===== src/design/gstr_pkg.sv =====
// shared types, constants and codes for the gardner timing recovery block
`timescale 1ns / 1ps

package gstr_pkg;

  localparam int HIST_LEN    = 32;
  localparam int HIST_AW     = $clog2(HIST_LEN);
  localparam int SAMPLE_BITS = 16;
  localparam int FRAC_W      = 16;
  localparam int PHASE_W     = 24;
  localparam int PERIOD_W    = 20;
  localparam int GAIN_W      = 24;
  localparam int INTEG_W     = 32;
  localparam int CNT_W       = 16;
  localparam int ERR_W       = 32;
  localparam int CFG_IDX_W   = 3;
  localparam int CFG_DATA_W  = 24;
  localparam int MUL_A_W     = 24;
  localparam int MUL_B_W     = 32;
  localparam int MUL_P_W     = MUL_A_W + MUL_B_W;
  localparam int GAIN_SHIFT  = 37;
  localparam int K_W         = MUL_P_W - GAIN_SHIFT;
  localparam int OMEGA_SUM_W = INTEG_W + 2;

  localparam logic [PERIOD_W-1:0] PERIOD_MIN_RST     = PERIOD_W'(196608);
  localparam logic [PERIOD_W-1:0] PERIOD_MAX_RST     = PERIOD_W'(327680);
  localparam logic [PERIOD_W-1:0] PERIOD_NOMINAL_RST = PERIOD_W'(262144);

  typedef logic signed [SAMPLE_BITS-1:0] sample_t;
  typedef logic signed [GAIN_W-1:0]      gain_t;
  typedef logic [PERIOD_W-1:0]           period_t;

  typedef enum logic [CFG_IDX_W-1:0] {
    REG_PROP_GAIN      = 3'd0,
    REG_INTEG_GAIN     = 3'd1,
    REG_PERIOD_MIN     = 3'd2,
    REG_PERIOD_MAX     = 3'd3,
    REG_PERIOD_NOMINAL = 3'd4
  } cfg_reg_e;

  typedef enum logic [3:0] {
    ST_IDLE,
    ST_SYM_RD0,
    ST_SYM_RD1,
    ST_SYM_MUL,
    ST_SYM_RES,
    ST_MID_MUL,
    ST_MID_RES,
    ST_ERR_MUL,
    ST_K1_MUL,
    ST_K2_MUL,
    ST_INTEG,
    ST_OMEGA
  } state_e;

  typedef struct packed {
    gain_t   prop_gain;
    gain_t   integ_gain;
    period_t period_min;
    period_t period_max;
    logic    nominal_ld;
    period_t nominal_val;
  } cfg_t;

  typedef struct packed {
    logic               we;
    logic [HIST_AW-1:0] waddr;
    sample_t            wdata;
    logic [HIST_AW-1:0] raddr;
  } mem_req_t;

  typedef struct packed {
    logic                       en;
    logic signed [MUL_A_W-1:0]  a;
    logic signed [MUL_B_W-1:0]  b;
  } mul_req_t;

endpackage


===== src/design/gstr_if.sv =====
// handshake channel interfaces for samples, symbols and register writes
`timescale 1ns / 1ps

interface gstr_sample_if;
  import gstr_pkg::*;
  logic    valid;
  logic    ready;
  sample_t sample_in;
  modport source (output valid, output sample_in, input ready);
  modport sink (input valid, input sample_in, output ready);
endinterface

interface gstr_symbol_if;
  import gstr_pkg::*;
  logic             valid;
  logic             ready;
  sample_t          symbol_out;
  logic [CNT_W-1:0] symbol_number;
  modport source (output valid, output symbol_out, output symbol_number, input ready);
  modport sink (input valid, input symbol_out, input symbol_number, output ready);
endinterface

interface gstr_cfg_if;
  import gstr_pkg::*;
  logic                  valid;
  logic                  ready;
  logic [CFG_IDX_W-1:0]  index;
  logic [CFG_DATA_W-1:0] data;
  modport source (output valid, output index, output data, input ready);
  modport sink (input valid, input index, input data, output ready);
endinterface


===== src/design/gstr_hist_mem.sv =====
// sample history memory with per-entry valid bits, registered read
`timescale 1ns / 1ps

module gstr_hist_mem (
  input  logic               clk_i,
  input  logic               rst_ni,
  input  gstr_pkg::mem_req_t req_i,
  output gstr_pkg::sample_t  rdata_o
);
  import gstr_pkg::*;

  sample_t             mem [HIST_LEN];
  logic [HIST_LEN-1:0] valid_q;
  sample_t             rdata_q;
  logic                rvalid_q;

  always_ff @(posedge clk_i) begin
    if (req_i.we) begin
      mem[req_i.waddr] <= req_i.wdata;
    end
    rdata_q <= mem[req_i.raddr];
  end

  always_ff @(posedge clk_i or negedge rst_ni) begin
    if (!rst_ni) begin
      valid_q  <= '0;
      rvalid_q <= 1'b0;
    end else begin
      if (req_i.we) begin
        valid_q[req_i.waddr] <= 1'b1;
      end
      rvalid_q <= valid_q[req_i.raddr];
    end
  end

  // never-written entries read as zero
  assign rdata_o = rvalid_q ? rdata_q : '0;

endmodule


===== src/design/gstr_mul.sv =====
// shared signed multiplier with registered product
`timescale 1ns / 1ps

module gstr_mul (
  input  logic                                clk_i,
  input  gstr_pkg::mul_req_t                  req_i,
  output logic signed [gstr_pkg::MUL_P_W-1:0] prod_o
);
  import gstr_pkg::*;

  logic signed [MUL_P_W-1:0] prod_q;

  always_ff @(posedge clk_i) begin
    if (req_i.en) begin
      prod_q <= MUL_P_W'(req_i.a) * MUL_P_W'(req_i.b);
    end
  end

  assign prod_o = prod_q;

endmodule


===== src/design/gstr_regs.sv =====
// configuration registers: loop gains, period limits and the nominal period load
`timescale 1ns / 1ps

module gstr_regs (
  input  logic                            clk_i,
  input  logic                            rst_ni,
  input  logic                            wr_valid_i,
  output logic                            wr_ready_o,
  input  logic [gstr_pkg::CFG_IDX_W-1:0]  wr_index_i,
  input  logic [gstr_pkg::CFG_DATA_W-1:0] wr_data_i,
  output gstr_pkg::cfg_t                  cfg_o
);
  import gstr_pkg::*;

  gain_t   prop_gain_q, integ_gain_q;
  period_t period_min_q, period_max_q;
  logic    nominal_ld;

  assign wr_ready_o = 1'b1;
  assign nominal_ld = wr_valid_i && (wr_index_i == REG_PERIOD_NOMINAL);

  always_ff @(posedge clk_i or negedge rst_ni) begin
    if (!rst_ni) begin
      prop_gain_q  <= '0;
      integ_gain_q <= '0;
      period_min_q <= PERIOD_MIN_RST;
      period_max_q <= PERIOD_MAX_RST;
    end else if (wr_valid_i) begin
      case (wr_index_i)
        REG_PROP_GAIN:  prop_gain_q  <= wr_data_i[GAIN_W-1:0];
        REG_INTEG_GAIN: integ_gain_q <= wr_data_i[GAIN_W-1:0];
        REG_PERIOD_MIN: period_min_q <= wr_data_i[PERIOD_W-1:0];
        REG_PERIOD_MAX: period_max_q <= wr_data_i[PERIOD_W-1:0];
        default: ;
      endcase
    end
  end

  always_comb begin
    cfg_o.prop_gain   = prop_gain_q;
    cfg_o.integ_gain  = integ_gain_q;
    cfg_o.period_min  = period_min_q;
    cfg_o.period_max  = period_max_q;
    cfg_o.nominal_ld  = nominal_ld;
    cfg_o.nominal_val = wr_data_i[PERIOD_W-1:0];
  end

endmodule


===== src/design/gstr_ctrl.sv =====
// sequencer and loop state: phase, interpolation, gardner error, pi loop
`timescale 1ns / 1ps

module gstr_ctrl (
  input  logic                                clk_i,
  input  logic                                rst_ni,
  input  logic                                in_valid_i,
  output logic                                in_ready_o,
  input  gstr_pkg::sample_t                   sample_i,
  output logic                                out_valid_o,
  input  logic                                out_ready_i,
  output gstr_pkg::sample_t                   symbol_o,
  output logic [gstr_pkg::CNT_W-1:0]          number_o,
  input  gstr_pkg::cfg_t                      cfg_i,
  output gstr_pkg::mem_req_t                  mem_req_o,
  input  gstr_pkg::sample_t                   mem_rdata_i,
  output gstr_pkg::mul_req_t                  mul_req_o,
  input  logic signed [gstr_pkg::MUL_P_W-1:0] prod_i
);
  import gstr_pkg::*;

  state_e                     state_q, state_d;
  logic [HIST_AW-1:0]         wp_q, wp_d;
  logic [PHASE_W-1:0]         mu_q, mu_d, omega_q, omega_d;
  logic signed [INTEG_W-1:0]  integ_q, integ_d;
  sample_t                    prev_q, prev_d;
  sample_t                    x0_q, x0_d, sym_q, sym_d, mid_q, mid_d;
  logic signed [ERR_W-1:0]    e_q, e_d;
  logic signed [K_W-1:0]      k1_q, k1_d;
  logic [CNT_W-1:0]           cnt_q, cnt_d;
  logic                       out_valid_q, out_valid_d;
  sample_t                    out_sym_q, out_sym_d;
  logic [CNT_W-1:0]           out_num_q, out_num_d;

  logic                       accept, strobe, emit;
  logic [PHASE_W-1:0]         mu_inc, frac_mid;
  logic [PHASE_W:0]           mu_diff;
  logic [HIST_AW-1:0]         idx_s0, idx_s1, idx_m0, idx_m1;
  logic signed [SAMPLE_BITS:0] rd_diff, err_diff;
  logic signed [MUL_P_W-1:0]  interp_rnd, gain_rnd;
  sample_t                    interp_val;
  logic signed [K_W-1:0]      k_val;
  logic signed [INTEG_W:0]    integ_sum;
  logic signed [OMEGA_SUM_W-1:0] om_sum, om_hi, om_lim;

  assign in_ready_o  = (state_q == ST_IDLE);
  assign accept      = in_valid_i && in_ready_o;
  assign out_valid_o = out_valid_q;
  assign symbol_o    = out_sym_q;
  assign number_o    = out_num_q;

  // phase step and strobe test
  assign mu_inc   = mu_q + PHASE_W'(1 << FRAC_W);
  assign mu_diff  = {1'b0, mu_inc} - {1'b0, omega_q};
  assign strobe   = !mu_diff[PHASE_W];
  assign frac_mid = mu_q + {1'b0, omega_q[PHASE_W-1:1]};

  // history addresses, counted back from the newest sample
  assign idx_s0 = wp_q - HIST_AW'(1) - mu_q[FRAC_W +: HIST_AW];
  assign idx_s1 = idx_s0 - HIST_AW'(1);
  assign idx_m0 = wp_q - HIST_AW'(1) - frac_mid[FRAC_W +: HIST_AW];
  assign idx_m1 = idx_m0 - HIST_AW'(1);

  assign rd_diff    = {mem_rdata_i[SAMPLE_BITS-1], mem_rdata_i} - {x0_q[SAMPLE_BITS-1], x0_q};
  assign err_diff   = {sym_q[SAMPLE_BITS-1], sym_q} - {prev_q[SAMPLE_BITS-1], prev_q};
  assign interp_rnd = prod_i + MUL_P_W'(1 << (FRAC_W - 1));
  assign interp_val = x0_q + interp_rnd[FRAC_W +: SAMPLE_BITS];
  assign gain_rnd   = prod_i + (MUL_P_W'(1) << (GAIN_SHIFT - 1));
  assign k_val      = gain_rnd[GAIN_SHIFT +: K_W];
  assign integ_sum  = {integ_q[INTEG_W-1], integ_q}
                    + {{(INTEG_W + 1 - K_W){k_val[K_W-1]}}, k_val};

  // new period: sum, then upper limit, then lower limit
  assign om_sum = {{(OMEGA_SUM_W - PHASE_W){1'b0}}, omega_q}
                + {{(OMEGA_SUM_W - K_W){k1_q[K_W-1]}}, k1_q}
                + {{(OMEGA_SUM_W - INTEG_W){integ_q[INTEG_W-1]}}, integ_q};
  assign om_hi  = (om_sum > $signed({{(OMEGA_SUM_W - PERIOD_W){1'b0}}, cfg_i.period_max}))
                ? $signed({{(OMEGA_SUM_W - PERIOD_W){1'b0}}, cfg_i.period_max}) : om_sum;
  assign om_lim = (om_hi < $signed({{(OMEGA_SUM_W - PERIOD_W){1'b0}}, cfg_i.period_min}))
                ? $signed({{(OMEGA_SUM_W - PERIOD_W){1'b0}}, cfg_i.period_min}) : om_hi;

  assign emit = (state_q == ST_OMEGA) && (!out_valid_q || out_ready_i);

  always_ff @(posedge clk_i or negedge rst_ni) begin
    if (!rst_ni) begin
      state_q     <= ST_IDLE;
      wp_q        <= '0;
      mu_q        <= '0;
      omega_q     <= {{(PHASE_W - PERIOD_W){1'b0}}, PERIOD_NOMINAL_RST};
      integ_q     <= '0;
      prev_q      <= '0;
      cnt_q       <= '0;
      out_valid_q <= 1'b0;
    end else begin
      state_q     <= state_d;
      wp_q        <= wp_d;
      mu_q        <= mu_d;
      omega_q     <= omega_d;
      integ_q     <= integ_d;
      prev_q      <= prev_d;
      cnt_q       <= cnt_d;
      out_valid_q <= out_valid_d;
    end
  end

  always_ff @(posedge clk_i) begin
    x0_q      <= x0_d;
    sym_q     <= sym_d;
    mid_q     <= mid_d;
    e_q       <= e_d;
    k1_q      <= k1_d;
    out_sym_q <= out_sym_d;
    out_num_q <= out_num_d;
  end

  always_comb begin
    state_d     = state_q;
    wp_d        = wp_q;
    mu_d        = mu_q;
    omega_d     = omega_q;
    integ_d     = integ_q;
    prev_d      = prev_q;
    cnt_d       = cnt_q;
    x0_d        = x0_q;
    sym_d       = sym_q;
    mid_d       = mid_q;
    e_d         = e_q;
    k1_d        = k1_q;
    out_sym_d   = out_sym_q;
    out_num_d   = out_num_q;
    out_valid_d = out_valid_q && !out_ready_i;

    mem_req_o.we    = 1'b0;
    mem_req_o.waddr = wp_q;
    mem_req_o.wdata = sample_i;
    mem_req_o.raddr = idx_s0;

    mul_req_o.en = 1'b0;
    mul_req_o.a  = '0;
    mul_req_o.b  = '0;

    case (state_q)
      ST_IDLE: begin
        if (accept) begin
          mem_req_o.we = 1'b1;
          wp_d = wp_q + HIST_AW'(1);
          if (strobe) begin
            mu_d    = mu_diff[PHASE_W-1:0];
            state_d = ST_SYM_RD0;
          end else begin
            mu_d = mu_inc;
          end
        end
      end
      ST_SYM_RD0: begin
        mem_req_o.raddr = idx_s0;
        state_d = ST_SYM_RD1;
      end
      ST_SYM_RD1: begin
        x0_d = mem_rdata_i;
        mem_req_o.raddr = idx_s1;
        state_d = ST_SYM_MUL;
      end
      ST_SYM_MUL: begin
        mul_req_o.en = 1'b1;
        mul_req_o.a  = {{(MUL_A_W - FRAC_W){1'b0}}, mu_q[FRAC_W-1:0]};
        mul_req_o.b  = {{(MUL_B_W - SAMPLE_BITS - 1){rd_diff[SAMPLE_BITS]}}, rd_diff};
        mem_req_o.raddr = idx_m0;
        state_d = ST_SYM_RES;
      end
      ST_SYM_RES: begin
        sym_d = interp_val;
        x0_d  = mem_rdata_i;
        mem_req_o.raddr = idx_m1;
        state_d = ST_MID_MUL;
      end
      ST_MID_MUL: begin
        mul_req_o.en = 1'b1;
        mul_req_o.a  = {{(MUL_A_W - FRAC_W){1'b0}}, frac_mid[FRAC_W-1:0]};
        mul_req_o.b  = {{(MUL_B_W - SAMPLE_BITS - 1){rd_diff[SAMPLE_BITS]}}, rd_diff};
        state_d = ST_MID_RES;
      end
      ST_MID_RES: begin
        mid_d = interp_val;
        state_d = ST_ERR_MUL;
      end
      ST_ERR_MUL: begin
        mul_req_o.en = 1'b1;
        mul_req_o.a  = {{(MUL_A_W - SAMPLE_BITS){mid_q[SAMPLE_BITS-1]}}, mid_q};
        mul_req_o.b  = {{(MUL_B_W - SAMPLE_BITS - 1){err_diff[SAMPLE_BITS]}}, err_diff};
        state_d = ST_K1_MUL;
      end
      ST_K1_MUL: begin
        e_d = prod_i[ERR_W-1:0];
        mul_req_o.en = 1'b1;
        mul_req_o.a  = cfg_i.prop_gain;
        mul_req_o.b  = prod_i[ERR_W-1:0];
        state_d = ST_K2_MUL;
      end
      ST_K2_MUL: begin
        k1_d = k_val;
        mul_req_o.en = 1'b1;
        mul_req_o.a  = cfg_i.integ_gain;
        mul_req_o.b  = e_q;
        state_d = ST_INTEG;
      end
      ST_INTEG: begin
        // saturate the integrator to its signed range
        if (integ_sum[INTEG_W] != integ_sum[INTEG_W-1]) begin
          integ_d = integ_sum[INTEG_W] ? {1'b1, {(INTEG_W - 1){1'b0}}}
                                       : {1'b0, {(INTEG_W - 1){1'b1}}};
        end else begin
          integ_d = integ_sum[INTEG_W-1:0];
        end
        state_d = ST_OMEGA;
      end
      ST_OMEGA: begin
        if (emit) begin
          omega_d     = om_lim[PHASE_W-1:0];
          out_valid_d = 1'b1;
          out_sym_d   = sym_q;
          out_num_d   = cnt_q;
          cnt_d       = cnt_q + CNT_W'(1);
          prev_d      = sym_q;
          state_d     = ST_IDLE;
        end
      end
      default: state_d = ST_IDLE;
    endcase

    if (cfg_i.nominal_ld) begin
      omega_d = {{(PHASE_W - PERIOD_W){1'b0}}, cfg_i.nominal_val};
    end
  end

endmodule


===== src/design/gardner_symbol_timing_recovery.sv =====
// top level of the gardner symbol timing recovery block
//
//   channel   dir  fields                        handshake
//   sample_i  in   sample_in                     valid / ready
//   symbol_o  out  symbol_out, symbol_number     valid / ready
//   cfg_i     in   index, data                   valid / ready (always ready)
//
// an item that does not strobe a symbol is taken while the sequencer stays idle; an item
// that strobes holds input ready low until idle again, its steps set by the single history
// read port and the one shared multiplier (two interpolations, error, two gains in turn)
// the finished symbol waits in an output register; a stalled output holds the
// sequencer in its last step only when a second symbol is ready
// reset is asynchronous and active low; the history reads as zero until written
`timescale 1ns / 1ps

module gardner_symbol_timing_recovery (
  input  logic          clk_i,
  input  logic          rst_ni,
  gstr_sample_if.sink   sample_i,
  gstr_symbol_if.source symbol_o,
  gstr_cfg_if.sink      cfg_i
);
  import gstr_pkg::*;

  logic                      in_valid, in_ready, out_valid, out_ready;
  sample_t                   sample_in, symbol_out;
  logic [CNT_W-1:0]          symbol_number;
  cfg_t                      cfg;
  mem_req_t                  mem_req;
  sample_t                   mem_rdata;
  mul_req_t                  mul_req;
  logic signed [MUL_P_W-1:0] prod;

  assign in_valid               = sample_i.valid;
  assign sample_in              = sample_i.sample_in;
  assign sample_i.ready         = in_ready;
  assign out_ready              = symbol_o.ready;
  assign symbol_o.valid         = out_valid;
  assign symbol_o.symbol_out    = symbol_out;
  assign symbol_o.symbol_number = symbol_number;

  gstr_regs u_regs (
    .clk_i      (clk_i),
    .rst_ni     (rst_ni),
    .wr_valid_i (cfg_i.valid),
    .wr_ready_o (cfg_i.ready),
    .wr_index_i (cfg_i.index),
    .wr_data_i  (cfg_i.data),
    .cfg_o      (cfg)
  );

  gstr_hist_mem u_hist (
    .clk_i   (clk_i),
    .rst_ni  (rst_ni),
    .req_i   (mem_req),
    .rdata_o (mem_rdata)
  );

  gstr_mul u_mul (
    .clk_i  (clk_i),
    .req_i  (mul_req),
    .prod_o (prod)
  );

  gstr_ctrl u_ctrl (
    .clk_i       (clk_i),
    .rst_ni      (rst_ni),
    .in_valid_i  (in_valid),
    .in_ready_o  (in_ready),
    .sample_i    (sample_in),
    .out_valid_o (out_valid),
    .out_ready_i (out_ready),
    .symbol_o    (symbol_out),
    .number_o    (symbol_number),
    .cfg_i       (cfg),
    .mem_req_o   (mem_req),
    .mem_rdata_i (mem_rdata),
    .mul_req_o   (mul_req),
    .prod_i      (prod)
  );

endmodule


===== src/flat_wrapper.sv =====
// flat-port wrapper written by rule: the top's interface ports become plain ports
module gardner_symbol_timing_recovery_flat import gstr_pkg::*;
  (clk_i, rst_ni, sample_i_valid, sample_i_sample_in, sample_i_ready, symbol_o_valid, symbol_o_symbol_out, symbol_o_symbol_number, symbol_o_ready, cfg_i_valid, cfg_i_index, cfg_i_data, cfg_i_ready);
  gstr_sample_if sample_i_i ();
  gstr_symbol_if symbol_o_i ();
  gstr_cfg_if cfg_i_i ();
  input  logic clk_i;
  input  logic rst_ni;
  input wire logic [$bits(sample_i_i.valid)-1:0] sample_i_valid;
  input wire logic [$bits(sample_i_i.sample_in)-1:0] sample_i_sample_in;
  output wire logic [$bits(sample_i_i.ready)-1:0] sample_i_ready;
  output wire logic [$bits(symbol_o_i.valid)-1:0] symbol_o_valid;
  output wire logic [$bits(symbol_o_i.symbol_out)-1:0] symbol_o_symbol_out;
  output wire logic [$bits(symbol_o_i.symbol_number)-1:0] symbol_o_symbol_number;
  input wire logic [$bits(symbol_o_i.ready)-1:0] symbol_o_ready;
  input wire logic [$bits(cfg_i_i.valid)-1:0] cfg_i_valid;
  input wire logic [$bits(cfg_i_i.index)-1:0] cfg_i_index;
  input wire logic [$bits(cfg_i_i.data)-1:0] cfg_i_data;
  output wire logic [$bits(cfg_i_i.ready)-1:0] cfg_i_ready;
  assign sample_i_i.valid = sample_i_valid;
  assign sample_i_i.sample_in = sample_i_sample_in;
  assign sample_i_ready = sample_i_i.ready;
  assign symbol_o_valid = symbol_o_i.valid;
  assign symbol_o_symbol_out = symbol_o_i.symbol_out;
  assign symbol_o_symbol_number = symbol_o_i.symbol_number;
  assign symbol_o_i.ready = symbol_o_ready;
  assign cfg_i_i.valid = cfg_i_valid;
  assign cfg_i_i.index = cfg_i_index;
  assign cfg_i_i.data = cfg_i_data;
  assign cfg_i_ready = cfg_i_i.ready;
  gardner_symbol_timing_recovery u_core (.clk_i(clk_i), .rst_ni(rst_ni), .sample_i(sample_i_i), .symbol_o(symbol_o_i), .cfg_i(cfg_i_i));
endmodule

===== config.mk =====
export PLATFORM = sky130hd
export DESIGN_NAME = gardner_symbol_timing_recovery_flat
export DESIGN_NICKNAME = d
export VERILOG_FILES = /design/src/design/gstr_pkg.sv /design/src/design/gstr_if.sv /design/src/design/gstr_hist_mem.sv /design/src/design/gstr_mul.sv /design/src/design/gstr_regs.sv /design/src/design/gstr_ctrl.sv /design/src/design/gardner_symbol_timing_recovery.sv /design/src/flat_wrapper.sv
export SDC_FILE = /design/constraint.sdc
export NUM_CORES = 2
export LEC_CHECK = 0
export BUFFER_PORTS_ARGS = -buffer_cell sky130_fd_sc_hd__clkbuf_2
export CORE_MARGIN = 2
export CORE_UTILIZATION = 35
export DETAILED_ROUTE_END_ITERATION = 8
export PLACE_DENSITY_LB_ADDON = 0.12
export REMOVE_ABC_BUFFERS = 1
export SLEW_MARGIN = 20
export SYNTH_ARGS = -nofsm -noshare
export SYNTH_HDL_FRONTEND = slang
export SYNTH_SLANG_ARGS = --single-unit

===== constraint.sdc =====
create_clock -name clk_i -period 12.85 [get_ports clk_i]
set_clock_uncertainty 0.05 [all_clocks]
set_input_delay 1.285 -clock clk_i [delete_from_list [all_inputs] [get_ports clk_i]]
set_output_delay 1.285 -clock clk_i [all_outputs]
set_load 0.05 [all_outputs]

==> metrics.md <==
| Metric | Value |
|---|---|
| Final Critical Period | `11930 ps` |
| Simple-gate share of the synthesized area | `11.2%` |
| Final Hold Vio Count | `0` |
| Crit share post-route | `92.9%` |
| Antenna Nets Post-Route | `0` |
| Largest family of logic cells by synthesized area | `adder cells` |
| Avg Inst Size Synth | `10.6 um^2` |
| Hold slack | `406 ps` |
| Longest Clk Path Bufs | `3` |
| Primary FF master, synth | `edfxtp_1` |
| Hold Path Class | `register to register` |
| RSZ-0062 raised after global routing | `false` |
| CTS H-tree lvls | `3` |
| CTS root buf | `clkbuf_16` |
| Clk Latency, worst-skew pair | `730 ps` |
| Mapped Cells | `6975` |
| Top post-synthesis cells by area | `edfxtp_1 28%, fa_1 22%, dfrtp_1 8.0%, ha_1 6.2%, inv_1 5.2%` |
| Worst slew margin | `24.4%` |
| CTS tree | `yes` |
| Total Nets Final | `8220` |
| Ys Warns | `0` |
| Asr flop ratio synth | `25.5%` |
| Port Buffer Count | `81` |
| Status | `finished, final reports clean` |
| Core area | `211000 um^2` |
| Post-cts hold buffer count | `0` |
| Pin count of the biggest net entering global routing | `143` |
| Placed Cells | `9702` |
| Num CTS Buffers | `103` |
| Detailed Route WL | `231000 um` |
| Post-Synth XOR/XNOR Area | `2.80%` |
| MaxCap Viol Count | `0` |
| CP endpoint kind | `register` |
| First-pass GRT wire length | `345000 um` |
| Layout Cells excl Fill | `9892` |
| Vias | `50700` |
| Overall Global Routing Usage | `21.4%` |
| Drt wl/cell | `23.3 um` |
| Max frequency | `0.0838 GHz` |
| CP Class | `register to register` |
| Layout cell share with drive strength beyond 1 | `8.45%` |
| Area delta synth->final | `10.2%` |
| Adder-cell share of the synthesized area | `28.2%` |
| CP arrival | `12350 ps` |
| Mapped Area | `74300 um^2` |
| IO Pins | `83` |
| Number of core rows | `169` |
| Routability congestion estimate | `0.911` |
| R2R depth | `35` |
| Max FO, Critical Path | `32` |
| Detail Placement HPWL | `170000 um` |
| Slowest cell on the critical path | `a2111o_1` |
| Synth cell types | `95` |
| Die Wd | `465 um` |
| Max Slew Vio Count | `0` |
| Worst R2R Setup Slack | `920 ps` |
| Drt first pass iters | `6` |
| CP Launch Type | `register` |
| Post_cts resized | `0` |
| Most frequent cell after synthesis | `inv_1` |
| DR iter-0 viols | `3774` |
| Setup Buffers After CTS | `0` |
| Worst path max stage delay | `820 ps` |
| Final Setup Violations | `0` |
| Worst slew pin tran | `1130 ps` |
| Initial Util | `35.1%` |
| Post-synthesis mux area share | `3.52%` |
| CP Data Required Time | `13270 ps` |
| Post-synthesis sequential area ratio | `36.7%` |
| DRC | `0` |
| Via density | `5.13` |
| Clock sinks | `954` |
| Yosys top cell area share | `28.1%` |
| Cell mode on critical path | `fa_1` |
| Compound-Gate Fraction of Synth Area | `10.6%` |
| Die span in y | `465 um` |
| Post-layout util | `38.7%` |
| Antenna violations before repair | `10` |
| Grt ovf | `0` |
| Vias in the first global route | `51600` |
| Post-synth EDFFs | `695` |
| Worst-path clk slew | `60 ps` |
| Die ar. | `216000 um^2` |
| Hold path depth | `1` |
| FF+latch count, synth | `954` |
| Post-route setup slack | `918 ps` |
| Pre-CTS setup slack | `1060 ps` |
| Most frequent cells after synthesis | `1031 x inv_1, 816 x fa_1, 695 x edfxtp_1, 695 x nand2_1, 425 x nor2_1` |
| Largest area contributor in the netlist | `edfxtp_1` |
-- final timing paths --
kind                                           startpoint                        endpoint
max in group asynchronous                          rst_ni  u_core.u_regs.period_max_q[17]
worst max register to register     u_core.u_hist.rvalid_q         u_core.u_mul.prod_o[54]
worst min-delay path            u_core.u_hist.valid_q[23]       u_core.u_hist.valid_q[23]
worst min register to register  u_core.u_hist.valid_q[23]       u_core.u_hist.valid_q[23]
worst max-delay path               u_core.u_hist.rvalid_q         u_core.u_mul.prod_o[54]
min in group asynchronous                          rst_ni        u_core.u_hist.valid_q[9]
-- cell usage in the layout, fill, tap and decap left out, drive strengths merged, types with 68 or more instances in the layout --
master and n:
mux2i 144, xnor2 173, mux2 104, o21ai 217, and2 68, inv 1037, nand2 695, a211oi 262
fa 816, clkbuf 226, buf 149, a21oi 340, ha 370, dfrtp 238, a21o 77, edfxtp 695
nor2b 185, nor2 426, nand3 90
-- routing by layer --
| metal | wire length, um | up-vias | global-route usage (%) |
|---|---|---|---|
| li1 | - | 23400 | - |
| met2 | 103000 | 1195 | 33.0 |
| met4 | 6220 | 4 | 5.61 |
| met5 | 24 | - | 0 |
| met1 | 109000 | 25900 | 31.1 |
| met3 | 12500 | 248 | 3.68 |
-- registers in the layout (all words and copies together) (netlist names), 16 cells and up --
signal,flops
u_core.u_ctrl.number_o,16
u_core.u_ctrl.symbol_o,16
u_core.u_ctrl.e_q,32
u_core.u_ctrl.integ_q,32
u_core.u_mul.prod_o,52
u_core.u_regs.period_max_q,20
u_core.u_ctrl.omega_q,24
u_core.u_ctrl.prev_q,16
u_core.u_ctrl.mu_q,24
u_core.u_ctrl.cnt_q,16
u_core.u_regs.prop_gain_q,24
u_core.u_ctrl.k1_q,19
u_core.u_hist.rdata_q,16
u_core.u_hist.valid_q,32
u_core.u_regs.period_min_q,20
u_core.u_hist.mem,512
u_core.u_ctrl.x0_q,16
u_core.u_ctrl.mid_q,16
u_core.u_regs.integ_gain_q,24
u_core.u_ctrl.sym_q,16
-- cells by family (layout without fill, tap and decap cells) --
logic type | count (synthesis) | after routing
xor gates and xnor gates | 237 | 237
AOI/OAI and AO/OA | 1210 | 1210
and+or+nand+nor | 1783 | 1783
adders and majority gates | 1186 | 1186
muxes | 248 | 248
buffers and inverters | 1356 | 1450
other | 1 | 3
DFF | 954 | 954
-- layout make-up --
class                           count  area [um^2]
Fill cell                       20800       130000
Clock buffer                      146         2890
Timing Repair Buffer              229         1610
Sequential cell                   954        27300
Antenna cell                        2         5.00
Tap cell                         2821         3530
Clock inverter                     42          450
Multi-Input combinational cell   4665        42200
Inverter                         1033         3880
-- worst max-delay path, delay by kind of cell (launching register included) --
family          cells  cell delay [ps]
fa+ha+maj          10             4470
compound gates     16             4830
simple gates        6             1590
flops               1              550
buf+inv             3              160
-- through the flow --
step           instance area [um^2]  TNS (ps)
2_1_floorplan                 73000   -417180
3_3_place_gp                  78400         0
3_5_place_dp                  78400         0
4_1_cts                       81800         0
5_1_grt                       81800         0
6_report                      81800         0
Power is not shown: default switching activity piles up to over one toggle a cycle in this logic, so the estimate is an artifact.
